===== src/design/hoi_pkg.sv =====
// shared types, constants and microprogram for the harmonic oscillator integrator
`default_nettype none
package hoi_pkg;

	localparam int DATA_WIDTH      = 32;
	localparam int FRAC_BITS       = 28;
	localparam int STEP_WIDTH      = 32;
	localparam int METHOD_WIDTH    = 3;
	localparam int DT_WIDTH        = 29;
	localparam int OMEGA_WIDTH     = 31;
	localparam int CFG_INDEX_WIDTH = 3;
	localparam int PROD_WIDTH      = 2 * DATA_WIDTH;
	localparam int SHIFT_WIDTH     = PROD_WIDTH - FRAC_BITS;
	localparam int DIV6_SHIFT      = 34;
	localparam int PC_WIDTH        = 6;

	typedef logic [DATA_WIDTH-1:0] word_t;
	typedef logic [PC_WIDTH-1:0] pc_t;

	localparam word_t ONE_VAL    = word_t'(64'd1 << FRAC_BITS);
	localparam word_t HALF_VAL   = word_t'(64'd1 << (FRAC_BITS - 1));
	// ceil(2^34 / 6), exact for magnitudes below 2^33
	localparam word_t RECIP6_VAL = 32'd2863311531;

	localparam logic [CFG_INDEX_WIDTH-1:0] REG_METHOD    = 3'd0;
	localparam logic [CFG_INDEX_WIDTH-1:0] REG_TIME_STEP = 3'd1;
	localparam logic [CFG_INDEX_WIDTH-1:0] REG_STIFFNESS = 3'd2;
	localparam logic [CFG_INDEX_WIDTH-1:0] REG_START_POS = 3'd3;
	localparam logic [CFG_INDEX_WIDTH-1:0] REG_START_MOM = 3'd4;

	localparam logic [METHOD_WIDTH-1:0] METH_EULER    = 3'd0;
	localparam logic [METHOD_WIDTH-1:0] METH_RK2      = 3'd1;
	localparam logic [METHOD_WIDTH-1:0] METH_RK4      = 3'd2;
	localparam logic [METHOD_WIDTH-1:0] METH_SYMPLECT = 3'd3;
	localparam logic [METHOD_WIDTH-1:0] METH_LEAPFROG = 3'd4;

	localparam pc_t PC_ENERGY   = 6'd0;
	localparam pc_t PC_EULER    = 6'd3;
	localparam pc_t PC_SYMPLECT = 6'd6;
	localparam pc_t PC_LEAPFROG = 6'd9;
	localparam pc_t PC_RK2      = 6'd13;
	localparam pc_t PC_RK4      = 6'd23;

	typedef enum logic [2:0] {
		K_SMUL,
		K_SMULN,
		K_UMUL,
		K_UMULH,
		K_DIV6
	} kind_t;

	typedef enum logic [3:0] {
		S_Q, S_P, S_T0, S_T1, S_T2, S_T3, S_T4, S_T5,
		S_DT, S_HDT, S_OMEGA, S_ONE, S_HALF, S_RECIP6, S_ZERO
	} src_t;

	typedef enum logic [2:0] {
		D_Q, D_P, D_T0, D_T1, D_T2, D_T3, D_T4, D_T5
	} dst_t;

	// dst = c + kind(a, b)
	typedef struct packed {
		kind_t kind;
		src_t  a_sel;
		src_t  b_sel;
		src_t  c_sel;
		logic  b_raw;
		dst_t  dst;
		logic  emit;
		logic  last;
	} uop_t;

	typedef struct packed {
		logic  load;
		kind_t kind;
		logic  b_raw;
	} alu_ctrl_t;

	function automatic uop_t mk(kind_t k, src_t a, src_t b, src_t c, logic raw, dst_t d,
			logic emit, logic last);
		uop_t u;
		u.kind  = k;
		u.a_sel = a;
		u.b_sel = b;
		u.c_sel = c;
		u.b_raw = raw;
		u.dst   = d;
		u.emit  = emit;
		u.last  = last;
		return u;
	endfunction

	function automatic uop_t ucode(pc_t pc);
		uop_t u;
		case (pc)
			// energy
			6'd0:  u = mk(K_UMULH, S_P,     S_P,      S_ZERO, 1'b0, D_T0, 1'b0, 1'b0);
			6'd1:  u = mk(K_UMUL,  S_Q,     S_Q,      S_ZERO, 1'b0, D_T1, 1'b0, 1'b0);
			6'd2:  u = mk(K_UMULH, S_OMEGA, S_T1,     S_T0,   1'b1, D_T0, 1'b1, 1'b0);
			// euler
			6'd3:  u = mk(K_SMULN, S_OMEGA, S_Q,      S_ZERO, 1'b0, D_T1, 1'b0, 1'b0);
			6'd4:  u = mk(K_SMUL,  S_DT,    S_P,      S_Q,    1'b0, D_Q,  1'b0, 1'b0);
			6'd5:  u = mk(K_SMUL,  S_DT,    S_T1,     S_P,    1'b0, D_P,  1'b0, 1'b1);
			// symplectic euler
			6'd6:  u = mk(K_SMUL,  S_DT,    S_P,      S_Q,    1'b0, D_Q,  1'b0, 1'b0);
			6'd7:  u = mk(K_SMULN, S_OMEGA, S_Q,      S_ZERO, 1'b0, D_T1, 1'b0, 1'b0);
			6'd8:  u = mk(K_SMUL,  S_DT,    S_T1,     S_P,    1'b0, D_P,  1'b0, 1'b1);
			// leapfrog
			6'd9:  u = mk(K_SMUL,  S_HDT,   S_P,      S_Q,    1'b0, D_Q,  1'b0, 1'b0);
			6'd10: u = mk(K_SMULN, S_OMEGA, S_Q,      S_ZERO, 1'b0, D_T1, 1'b0, 1'b0);
			6'd11: u = mk(K_SMUL,  S_DT,    S_T1,     S_P,    1'b0, D_P,  1'b0, 1'b0);
			6'd12: u = mk(K_SMUL,  S_HDT,   S_P,      S_Q,    1'b0, D_Q,  1'b0, 1'b1);
			// rk2 midpoint
			6'd13: u = mk(K_SMUL,  S_DT,    S_P,      S_ZERO, 1'b0, D_T0, 1'b0, 1'b0);
			6'd14: u = mk(K_SMULN, S_OMEGA, S_Q,      S_ZERO, 1'b0, D_T1, 1'b0, 1'b0);
			6'd15: u = mk(K_SMUL,  S_DT,    S_T1,     S_ZERO, 1'b0, D_T1, 1'b0, 1'b0);
			6'd16: u = mk(K_SMUL,  S_T1,    S_HALF,   S_P,    1'b0, D_T1, 1'b0, 1'b0);
			6'd17: u = mk(K_SMUL,  S_DT,    S_T1,     S_ZERO, 1'b0, D_T1, 1'b0, 1'b0);
			6'd18: u = mk(K_SMUL,  S_T0,    S_HALF,   S_Q,    1'b0, D_T0, 1'b0, 1'b0);
			6'd19: u = mk(K_SMULN, S_OMEGA, S_T0,     S_ZERO, 1'b0, D_T0, 1'b0, 1'b0);
			6'd20: u = mk(K_SMUL,  S_DT,    S_T0,     S_ZERO, 1'b0, D_T0, 1'b0, 1'b0);
			6'd21: u = mk(K_SMUL,  S_ONE,   S_T1,     S_Q,    1'b0, D_Q,  1'b0, 1'b0);
			6'd22: u = mk(K_SMUL,  S_ONE,   S_T0,     S_P,    1'b0, D_P,  1'b0, 1'b1);
			// rk4: k1, k2
			6'd23: u = mk(K_SMUL,  S_DT,    S_P,      S_ZERO, 1'b0, D_T0, 1'b0, 1'b0);
			6'd24: u = mk(K_SMULN, S_OMEGA, S_Q,      S_ZERO, 1'b0, D_T1, 1'b0, 1'b0);
			6'd25: u = mk(K_SMUL,  S_DT,    S_T1,     S_ZERO, 1'b0, D_T1, 1'b0, 1'b0);
			6'd26: u = mk(K_SMUL,  S_T1,    S_HALF,   S_P,    1'b0, D_T2, 1'b0, 1'b0);
			6'd27: u = mk(K_SMUL,  S_DT,    S_T2,     S_ZERO, 1'b0, D_T2, 1'b0, 1'b0);
			6'd28: u = mk(K_SMUL,  S_T0,    S_HALF,   S_Q,    1'b0, D_T3, 1'b0, 1'b0);
			6'd29: u = mk(K_SMULN, S_OMEGA, S_T3,     S_ZERO, 1'b0, D_T3, 1'b0, 1'b0);
			6'd30: u = mk(K_SMUL,  S_DT,    S_T3,     S_ZERO, 1'b0, D_T3, 1'b0, 1'b0);
			// rk4: running sums with k2 twice
			6'd31: u = mk(K_SMUL,  S_ONE,   S_T2,     S_T0,   1'b0, D_T0, 1'b0, 1'b0);
			6'd32: u = mk(K_SMUL,  S_ONE,   S_T2,     S_T0,   1'b0, D_T0, 1'b0, 1'b0);
			6'd33: u = mk(K_SMUL,  S_ONE,   S_T3,     S_T1,   1'b0, D_T1, 1'b0, 1'b0);
			6'd34: u = mk(K_SMUL,  S_ONE,   S_T3,     S_T1,   1'b0, D_T1, 1'b0, 1'b0);
			// rk4: k3
			6'd35: u = mk(K_SMUL,  S_T3,    S_HALF,   S_P,    1'b0, D_T4, 1'b0, 1'b0);
			6'd36: u = mk(K_SMUL,  S_DT,    S_T4,     S_ZERO, 1'b0, D_T4, 1'b0, 1'b0);
			6'd37: u = mk(K_SMUL,  S_T2,    S_HALF,   S_Q,    1'b0, D_T5, 1'b0, 1'b0);
			6'd38: u = mk(K_SMULN, S_OMEGA, S_T5,     S_ZERO, 1'b0, D_T5, 1'b0, 1'b0);
			6'd39: u = mk(K_SMUL,  S_DT,    S_T5,     S_ZERO, 1'b0, D_T5, 1'b0, 1'b0);
			6'd40: u = mk(K_SMUL,  S_ONE,   S_T4,     S_T4,   1'b0, D_T2, 1'b0, 1'b0);
			6'd41: u = mk(K_SMUL,  S_ONE,   S_T2,     S_T0,   1'b0, D_T0, 1'b0, 1'b0);
			6'd42: u = mk(K_SMUL,  S_ONE,   S_T5,     S_T5,   1'b0, D_T3, 1'b0, 1'b0);
			6'd43: u = mk(K_SMUL,  S_ONE,   S_T3,     S_T1,   1'b0, D_T1, 1'b0, 1'b0);
			// rk4: k4
			6'd44: u = mk(K_SMUL,  S_ONE,   S_T5,     S_P,    1'b0, D_T2, 1'b0, 1'b0);
			6'd45: u = mk(K_SMUL,  S_DT,    S_T2,     S_ZERO, 1'b0, D_T2, 1'b0, 1'b0);
			6'd46: u = mk(K_SMUL,  S_ONE,   S_T2,     S_T0,   1'b0, D_T0, 1'b0, 1'b0);
			6'd47: u = mk(K_SMUL,  S_ONE,   S_T4,     S_Q,    1'b0, D_T3, 1'b0, 1'b0);
			6'd48: u = mk(K_SMULN, S_OMEGA, S_T3,     S_ZERO, 1'b0, D_T3, 1'b0, 1'b0);
			6'd49: u = mk(K_SMUL,  S_DT,    S_T3,     S_ZERO, 1'b0, D_T3, 1'b0, 1'b0);
			6'd50: u = mk(K_SMUL,  S_ONE,   S_T3,     S_T1,   1'b0, D_T1, 1'b0, 1'b0);
			// rk4: divide by six and update
			6'd51: u = mk(K_DIV6,  S_T0,    S_RECIP6, S_Q,    1'b1, D_Q,  1'b0, 1'b0);
			6'd52: u = mk(K_DIV6,  S_T1,    S_RECIP6, S_P,    1'b1, D_P,  1'b0, 1'b1);
			default: u = mk(K_SMUL, S_ZERO, S_ZERO,   S_ZERO, 1'b0, D_T5, 1'b0, 1'b1);
		endcase
		return u;
	endfunction

endpackage
`default_nettype wire


===== src/design/hoi_if.sv =====
// tick and result channel interfaces of the harmonic oscillator integrator
`default_nettype none
interface hoi_tick_if;
	logic valid;
	logic ready;
	logic restart;

	modport source (output valid, output restart, input ready);
	modport sink (input valid, input restart, output ready);
endinterface

interface hoi_result_if;
	logic valid;
	logic ready;
	logic [hoi_pkg::DATA_WIDTH-1:0] position_out;
	logic [hoi_pkg::DATA_WIDTH-1:0] momentum_out;
	logic [hoi_pkg::DATA_WIDTH-1:0] energy_out;
	logic [hoi_pkg::STEP_WIDTH-1:0] step_index;

	modport source (output valid, output position_out, output momentum_out,
		output energy_out, output step_index, input ready);
	modport sink (input valid, input position_out, input momentum_out,
		input energy_out, input step_index, output ready);
endinterface
`default_nettype wire


===== src/design/harmonic_oscillator_integrator_top.sv =====
// harmonic oscillator integrator top: microcoded sequencer around one shared multiplier
// each micro-op runs through ST_MUL (multiply), then ST_POST (saturate and accumulate)
// a tick is taken only in idle; it runs the energy micro-ops, waits for a free result
// register, then n step micro-ops, n = 3 euler/symplectic, 4 leapfrog, 10 rk2, 30 rk4
// reset: state and step count cleared, registers take their documented defaults
`default_nettype none
module harmonic_oscillator_integrator_top (
	input  logic                                   clk,
	input  logic                                   arst_n,
	input  logic                                   cfg_we,
	input  logic [hoi_pkg::CFG_INDEX_WIDTH-1:0]    cfg_index,
	input  logic [hoi_pkg::DATA_WIDTH-1:0]         cfg_data,
	hoi_tick_if.sink                               tick,
	hoi_result_if.source                           result
);
	localparam int DW = hoi_pkg::DATA_WIDTH;

	typedef enum logic [1:0] {
		ST_IDLE,
		ST_MUL,
		ST_POST,
		ST_EMIT
	} state_t;

	logic [hoi_pkg::METHOD_WIDTH-1:0] method_q;
	logic [hoi_pkg::DT_WIDTH-1:0]     dt_q;
	logic [hoi_pkg::OMEGA_WIDTH-1:0]  omega_q;
	hoi_pkg::word_t                   start_pos_q;
	hoi_pkg::word_t                   start_mom_q;

	state_t                           state_q;
	hoi_pkg::pc_t                     pc_q;
	hoi_pkg::pc_t                     start_pc;
	hoi_pkg::word_t                   q_q, p_q, t0_q, t1_q, t2_q, t3_q, t4_q, t5_q;
	logic [hoi_pkg::STEP_WIDTH-1:0]   step_q;
	hoi_pkg::word_t                   pos_out_q, mom_out_q, energy_out_q;
	logic [hoi_pkg::STEP_WIDTH-1:0]   step_out_q;
	logic                             out_valid_q;

	hoi_pkg::uop_t                    uop;
	hoi_pkg::word_t                   srcv [16];
	hoi_pkg::alu_ctrl_t               alu_ctrl;
	hoi_pkg::word_t                   alu_res;

	always_ff @(posedge clk or negedge arst_n) begin
		if (!arst_n) begin
			method_q    <= hoi_pkg::METH_LEAPFROG;
			dt_q        <= 29'd13421773;
			omega_q     <= 31'd268435456;
			start_pos_q <= 32'd268435456;
			start_mom_q <= '0;
		end else if (cfg_we) begin
			case (cfg_index)
				hoi_pkg::REG_METHOD:    method_q    <= cfg_data[hoi_pkg::METHOD_WIDTH-1:0];
				hoi_pkg::REG_TIME_STEP: dt_q        <= cfg_data[hoi_pkg::DT_WIDTH-1:0];
				hoi_pkg::REG_STIFFNESS: omega_q     <= cfg_data[hoi_pkg::OMEGA_WIDTH-1:0];
				hoi_pkg::REG_START_POS: start_pos_q <= cfg_data;
				hoi_pkg::REG_START_MOM: start_mom_q <= cfg_data;
				default: begin
				end
			endcase
		end
	end

	assign uop = hoi_pkg::ucode(pc_q);

	always_comb begin
		srcv = '{default: '0};
		srcv[hoi_pkg::S_Q]      = q_q;
		srcv[hoi_pkg::S_P]      = p_q;
		srcv[hoi_pkg::S_T0]     = t0_q;
		srcv[hoi_pkg::S_T1]     = t1_q;
		srcv[hoi_pkg::S_T2]     = t2_q;
		srcv[hoi_pkg::S_T3]     = t3_q;
		srcv[hoi_pkg::S_T4]     = t4_q;
		srcv[hoi_pkg::S_T5]     = t5_q;
		srcv[hoi_pkg::S_DT]     = DW'(dt_q);
		srcv[hoi_pkg::S_HDT]    = DW'(dt_q[hoi_pkg::DT_WIDTH-1:1]);
		srcv[hoi_pkg::S_OMEGA]  = DW'(omega_q);
		srcv[hoi_pkg::S_ONE]    = hoi_pkg::ONE_VAL;
		srcv[hoi_pkg::S_HALF]   = hoi_pkg::HALF_VAL;
		srcv[hoi_pkg::S_RECIP6] = hoi_pkg::RECIP6_VAL;
	end

	always_comb begin
		case (method_q)
			hoi_pkg::METH_EULER:    start_pc = hoi_pkg::PC_EULER;
			hoi_pkg::METH_RK2:      start_pc = hoi_pkg::PC_RK2;
			hoi_pkg::METH_RK4:      start_pc = hoi_pkg::PC_RK4;
			hoi_pkg::METH_SYMPLECT: start_pc = hoi_pkg::PC_SYMPLECT;
			default:                start_pc = hoi_pkg::PC_LEAPFROG;
		endcase
	end

	always_comb begin
		alu_ctrl.load  = (state_q == ST_MUL);
		alu_ctrl.kind  = uop.kind;
		alu_ctrl.b_raw = uop.b_raw;
	end

	hoi_alu u_alu (
		.clk  (clk),
		.ctrl (alu_ctrl),
		.a    (srcv[uop.a_sel]),
		.b    (srcv[uop.b_sel]),
		.c    (srcv[uop.c_sel]),
		.res  (alu_res)
	);

	always_ff @(posedge clk or negedge arst_n) begin
		if (!arst_n) begin
			state_q      <= ST_IDLE;
			pc_q         <= hoi_pkg::PC_ENERGY;
			q_q          <= '0;
			p_q          <= '0;
			t0_q         <= '0;
			t1_q         <= '0;
			t2_q         <= '0;
			t3_q         <= '0;
			t4_q         <= '0;
			t5_q         <= '0;
			step_q       <= '0;
			pos_out_q    <= '0;
			mom_out_q    <= '0;
			energy_out_q <= '0;
			step_out_q   <= '0;
			out_valid_q  <= 1'b0;
		end else begin
			if (result.ready && state_q != ST_EMIT) begin
				out_valid_q <= 1'b0;
			end
			case (state_q)
				ST_IDLE: begin
					if (tick.valid) begin
						if (tick.restart) begin
							q_q    <= start_pos_q;
							p_q    <= start_mom_q;
							step_q <= '0;
						end
						pc_q    <= hoi_pkg::PC_ENERGY;
						state_q <= ST_MUL;
					end
				end
				ST_MUL: begin
					state_q <= ST_POST;
				end
				ST_POST: begin
					case (uop.dst)
						hoi_pkg::D_Q:  q_q  <= alu_res;
						hoi_pkg::D_P:  p_q  <= alu_res;
						hoi_pkg::D_T0: t0_q <= alu_res;
						hoi_pkg::D_T1: t1_q <= alu_res;
						hoi_pkg::D_T2: t2_q <= alu_res;
						hoi_pkg::D_T3: t3_q <= alu_res;
						hoi_pkg::D_T4: t4_q <= alu_res;
						default:       t5_q <= alu_res;
					endcase
					if (uop.emit) begin
						state_q <= ST_EMIT;
					end else if (uop.last) begin
						state_q <= ST_IDLE;
					end else begin
						pc_q    <= pc_q + 1'b1;
						state_q <= ST_MUL;
					end
				end
				ST_EMIT: begin
					if (!out_valid_q || result.ready) begin
						pos_out_q    <= q_q;
						mom_out_q    <= p_q;
						energy_out_q <= t0_q;
						step_out_q   <= step_q;
						out_valid_q  <= 1'b1;
						step_q       <= step_q + 1'b1;
						pc_q         <= start_pc;
						state_q      <= ST_MUL;
					end
				end
				default: begin
					state_q <= ST_IDLE;
				end
			endcase
		end
	end

	assign tick.ready          = (state_q == ST_IDLE);
	assign result.valid        = out_valid_q;
	assign result.position_out = pos_out_q;
	assign result.momentum_out = mom_out_q;
	assign result.energy_out   = energy_out_q;
	assign result.step_index   = step_out_q;
endmodule
`default_nettype wire


===== src/design/hoi_alu.sv =====
// shared multiply, saturate and accumulate unit: res = c + kind(a, b) in the cycle after load
`default_nettype none
module hoi_alu (
	input  logic                clk,
	input  hoi_pkg::alu_ctrl_t  ctrl,
	input  hoi_pkg::word_t      a,
	input  hoi_pkg::word_t      b,
	input  hoi_pkg::word_t      c,
	output hoi_pkg::word_t      res
);
	localparam int DW = hoi_pkg::DATA_WIDTH;
	localparam int PW = hoi_pkg::PROD_WIDTH;
	localparam int SW = hoi_pkg::SHIFT_WIDTH;

	logic            a_neg;
	logic            b_neg;
	hoi_pkg::word_t  a_mag;
	hoi_pkg::word_t  b_mag;
	logic [PW-1:0]   prod_s1;
	logic            neg_s1;
	hoi_pkg::kind_t  kind_s1;

	logic [SW-1:0]   sh;
	logic [DW:0]     lim;
	logic [DW:0]     smag;
	logic [DW:0]     sval;
	logic [DW:0]     nval;
	logic [DW:0]     sv;
	logic [DW:0]     ssum;
	hoi_pkg::word_t  sres;
	hoi_pkg::word_t  umag;
	hoi_pkg::word_t  uval;
	logic [DW:0]     usum;
	hoi_pkg::word_t  ures;

	always_comb begin
		a_neg = a[DW-1];
		a_mag = a_neg ? (~a + 1'b1) : a;
		b_neg = b[DW-1] & ~ctrl.b_raw;
		b_mag = b_neg ? (~b + 1'b1) : b;
	end

	always_ff @(posedge clk) begin
		if (ctrl.load) begin
			prod_s1 <= {{DW{1'b0}}, a_mag} * {{DW{1'b0}}, b_mag};
			neg_s1  <= a_neg ^ b_neg;
			kind_s1 <= ctrl.kind;
		end
	end

	always_comb begin
		sh  = prod_s1[PW-1:hoi_pkg::FRAC_BITS];
		lim = neg_s1 ? {2'b01, {(DW-1){1'b0}}} : {2'b00, {(DW-1){1'b1}}};
		if (kind_s1 == hoi_pkg::K_DIV6) begin
			smag = (DW+1)'(prod_s1[PW-1:hoi_pkg::DIV6_SHIFT]);
		end else begin
			smag = (sh > SW'(lim)) ? lim : sh[DW:0];
		end
		sval = neg_s1 ? (~smag + 1'b1) : smag;
		nval = (sval == {2'b11, {(DW-1){1'b0}}}) ? {2'b00, {(DW-1){1'b1}}} : (~sval + 1'b1);
		sv   = (kind_s1 == hoi_pkg::K_SMULN) ? nval : sval;
		ssum = {c[DW-1], c} + sv;
		if (ssum[DW] != ssum[DW-1]) begin
			sres = ssum[DW] ? {1'b1, {(DW-1){1'b0}}} : {1'b0, {(DW-1){1'b1}}};
		end else begin
			sres = ssum[DW-1:0];
		end

		umag = (sh > SW'({DW{1'b1}})) ? {DW{1'b1}} : sh[DW-1:0];
		uval = (kind_s1 == hoi_pkg::K_UMULH) ? (umag >> 1) : umag;
		usum = {1'b0, c} + {1'b0, uval};
		ures = usum[DW] ? {DW{1'b1}} : usum[DW-1:0];

		res = (kind_s1 == hoi_pkg::K_UMUL || kind_s1 == hoi_pkg::K_UMULH) ? ures : sres;
	end
endmodule
`default_nettype wire


===== src/flat_wrapper.sv =====
// flat-port wrapper written by rule: the top's interface ports become plain ports
module harmonic_oscillator_integrator_top_flat 
  (clk, arst_n, cfg_we, cfg_index, cfg_data, tick_valid, tick_restart, tick_ready, result_valid, result_position_out, result_momentum_out, result_energy_out, result_step_index, result_ready);
  hoi_tick_if tick_i ();
  hoi_result_if result_i ();
  input  logic clk;
  input  logic arst_n;
  input  logic cfg_we;
  input  logic [hoi_pkg::CFG_INDEX_WIDTH-1:0] cfg_index;
  input  logic [hoi_pkg::DATA_WIDTH-1:0] cfg_data;
  input wire logic [$bits(tick_i.valid)-1:0] tick_valid;
  input wire logic [$bits(tick_i.restart)-1:0] tick_restart;
  output wire logic [$bits(tick_i.ready)-1:0] tick_ready;
  output wire logic [$bits(result_i.valid)-1:0] result_valid;
  output wire logic [$bits(result_i.position_out)-1:0] result_position_out;
  output wire logic [$bits(result_i.momentum_out)-1:0] result_momentum_out;
  output wire logic [$bits(result_i.energy_out)-1:0] result_energy_out;
  output wire logic [$bits(result_i.step_index)-1:0] result_step_index;
  input wire logic [$bits(result_i.ready)-1:0] result_ready;
  assign tick_i.valid = tick_valid;
  assign tick_i.restart = tick_restart;
  assign tick_ready = tick_i.ready;
  assign result_valid = result_i.valid;
  assign result_position_out = result_i.position_out;
  assign result_momentum_out = result_i.momentum_out;
  assign result_energy_out = result_i.energy_out;
  assign result_step_index = result_i.step_index;
  assign result_i.ready = result_ready;
  harmonic_oscillator_integrator_top u_core (.clk(clk), .arst_n(arst_n), .cfg_we(cfg_we), .cfg_index(cfg_index), .cfg_data(cfg_data), .tick(tick_i), .result(result_i));
endmodule

===== config.mk =====
export PLATFORM = sky130hd
export DESIGN_NAME = harmonic_oscillator_integrator_top_flat
export DESIGN_NICKNAME = d
export VERILOG_FILES = /design/src/design/hoi_pkg.sv /design/src/design/hoi_if.sv /design/src/design/harmonic_oscillator_integrator_top.sv /design/src/design/hoi_alu.sv /design/src/flat_wrapper.sv
export SDC_FILE = /design/constraint.sdc
export NUM_CORES = 2
export LEC_CHECK = 0
export BUFFER_PORTS_ARGS = -buffer_cell sky130_fd_sc_hd__buf_2
export CAP_MARGIN = 20
export CORE_UTILIZATION = 56
export CTS_BUF_LIST = sky130_fd_sc_hd__clkbuf_4 sky130_fd_sc_hd__clkbuf_8 sky130_fd_sc_hd__clkbuf_16
export DETAILED_ROUTE_END_ITERATION = 8
export HOLD_SLACK_MARGIN = 0.12
export PLACE_DENSITY = 0.8
export SLEW_MARGIN = 10
export SYNTH_ARGS = -nofsm -noshare
export SYNTH_HDL_FRONTEND = slang
export SYNTH_HIERARCHICAL = 1
export SYNTH_SLANG_ARGS = --single-unit

===== constraint.sdc =====
create_clock -name clk -period 36.3 [get_ports clk]
set_clock_uncertainty 0.1 [all_clocks]
set_input_delay 5.445 -clock clk [delete_from_list [all_inputs] [get_ports clk]]
set_output_delay 5.445 -clock clk [all_outputs]
set_load 0.01 [all_outputs]

==> run summary <==
Post-synth ARST share - 93.24%
clock sink count - 592
Layout Cells excl Fill - 9704
commonest non-fill, non-tap cell in the layout - nand2_1
Placed Cells - 9580
max FFs per register - 36
Most used DFF post-synth - dfrtp_1
P&R area growth vs syn - 7.328%
post-synth net total - 9277
status - finished, final reports clean
PostCTS Resize Cnt - 0
setup slack after layout - 19.34 ns
Synth Area in Adders - 30.99%
Post-Synth Simple-Gate Area - 14.65%
Post-synth EDFFs - 40
initial core utilization - 56.51%
largest register by flop count - u_core/u_alu/prod_s1
# rows - 132
GRT Total Usage - 40.93%
vias in the first global route - 64070
finished layout cell area - 78530 sq um
total CTS buffers - 59
Net count, final - 9219
Via Count - 63770
first-pass GRT wire length - 402500 um
Relative slew margins - 15.64%
Worst R2R Setup Slack - 19.34 ns
Yosys cell types - 126
clk_lat worst skew - 0.70 ns
r2r startpoint - u_core/pc_q[0]
Initial DRC Count - 9130
area post-placement - 76320 sq um
CTS max path bufs - 3
antenna-violating nets left - 0
synth top area cells - fa_1, dfrtp_1, mux2_2, nand2_1, ha_1
clock slew at reported path FFs - 0.07 ns
Synth area leader - fa_1
endpoints failing setup - 0
largest family of logic cells by synthesized area - adder cells
max_cap viols - 0
Final HPWL DP - 194600 um
Max Fclk - 0.05897 GHz
Worst Tran Pin Value - 1.256 ns
# H-tree levels - 2
Synth Register Bits - 592
CP most frequent cell - fa_1
Mapped Avg Cell Area - 9.189 sq um
share of the synthesized area in the top cell type - 24.54%
TritonCTS clock tree - yes
mux cell area share after synthesis - 11.78%
# hold bufs at CTS - 0
largest net degree at the start of global routing - 169
share of post-route cells with drive strength above 1 - 15.33%
port bufs - 170
gr ovfl total - 0
Critical Path AT - 17.25 ns
HP Class - flop to flop
Post-Synth XOR/XNOR Area - 2.705%
worst hold start - u_core/result.step_index[5]
kind of end point of the critical path - flop
synth warn - 6
compound-gate portion of the synthesized area - 10.99%
wire per inst - 27.80 um
Placer Congestion - 1.048
WP data required - 36.59 ns
Mapped Cells - 7962
Max Slew Vio Count - 0
area of the die - 132100 sq um
Die X-Extent - 363.5 um
final wirelength - 269800 um
drt pass-1 iters - 7
Final Cycle Share - 46.72%
RSZ-0062 raised after global routing - no
post-CTS setup buffers - 0
fin crit period - 16.96 ns
# DRC - 0
CP startpoint - u_core/pc_q[0]
Max FO, Critical Path - 53
Seq/Total Area, Yosys - 20.55%
CTS root buffer - clkbuf_16
most frequent cells in the layout - nand2_1, inv_1, fa_1, dfrtp_1, mux2_2
crit path launch type - flop
Final Hold Fails - 0
Vias/cell - 6.572
Reg2Reg Depth - 43
Setup CP Type - flop to flop
Place WS - 19.74 ns
mapped cell area - 73170 sq um
IO Count - 171
Crit-path slowest cell - a221o_4
worst setup path endpoint - u_core/u_alu/prod_s1[63]
setup TNS - 0 ns
Chip Height - 363.5 um
R2R Path End - u_core/u_alu/prod_s1[63]
crit-path max cell delay - 0.92 ns
initial antenna violation count - 24
Core Area - 129500 sq um
-- metrics by stage --
| stage | hold WS (ns) | util, % |
|---|---|---|
| final | 0.3777 | 60.65 |
| after floorplan | 0.3760 | - |
| after detailed placement | 0.3712 | 58.94 |
| after global routing | 0.4187 | 60.64 |
| after global placement | 0.3650 | 58.93 |
| after CTS | 0.3855 | 60.57 |
-- synth_stat cells, drive strengths merged (72+ instances only) --
master	count
inv	1065
a31oi	83
buf	138
xor2	97
fa	897
mux2	474
mux2i	204
a21oi	190
nand2	1368
nand3	178
o21ai	316
clkbuf	339
dfrtp	536
and2	72
ha	377
xnor2	129
nor2	414
-- metal layers --
metal / GRT usage (%) / wire length, um
met1: 53.23 / 98370
met3: 16.35 / 41740
met2: 58.39 / 111500
met5: 0.7625 / 299
met4: 21.84 / 17850
-- worst min-delay path by stage --
stage / depth (start not counted) / slack (ns) / endpoint
6_report: 2 / 0.38 / u_core/result.step_index[5]
5_1_grt: 1 / 0.42 / u_core/start_pos_q[23]
4_1_cts: 2 / 0.39 / u_core/result.step_index[5]
3_5_place_dp: 2 / 0.37 / u_core/result.step_index[5]
3_3_place_gp: 2 / 0.36 / u_core/result.step_index[5]
2_1_floorplan: 2 / 0.38 / u_core/step_q[1]
-- area by class of cell --
class	count	area [sq um]
Multi-Input combinational cell	5826	52860
Fill cell	10740	50960
Tap cell	1742	2180
Antenna cell	8	20.02
Clock inverter	29	397.9
Inverter	1066	4001
Sequential cell	592	15030
Clock buffer	82	1712
Timing Repair Buffer	359	2323
-- logic make-up (layout without fill, tap and decap cells) --
family / count (synthesis) / count (layout)
buffers and inverters: 1544 / 1536
AND/OR/NAND/NOR: 2426 / 2426
adder cells (fa/ha/maj): 1274 / 1274
AO/OA/AOI/OAI: 1167 / 1167
XOR/XNOR: 226 / 226
other: 0 / 8
flip-flops: 592 / 592
multiplexers: 733 / 733
-- worst max-delay path, delay by kind of cell, from the launching register on --
| family | cells | cell delay (ns) |
|---|---|---|
| adder cells (fa/ha/maj) | 10 | 4.83 |
| AO/OA/AOI/OAI | 17 | 6.42 |
| multiplexers | 1 | 0.60 |
| XOR/XNOR | 2 | 0.28 |
| flip-flops | 1 | 0.76 |
| AND/OR/NAND/NOR | 8 | 2.74 |
| buffers and inverters | 5 | 0.87 |
Power is left out: the tool's default activity adds up to more than one toggle a clock period on the data nets, which glitch-free logic cannot reach.
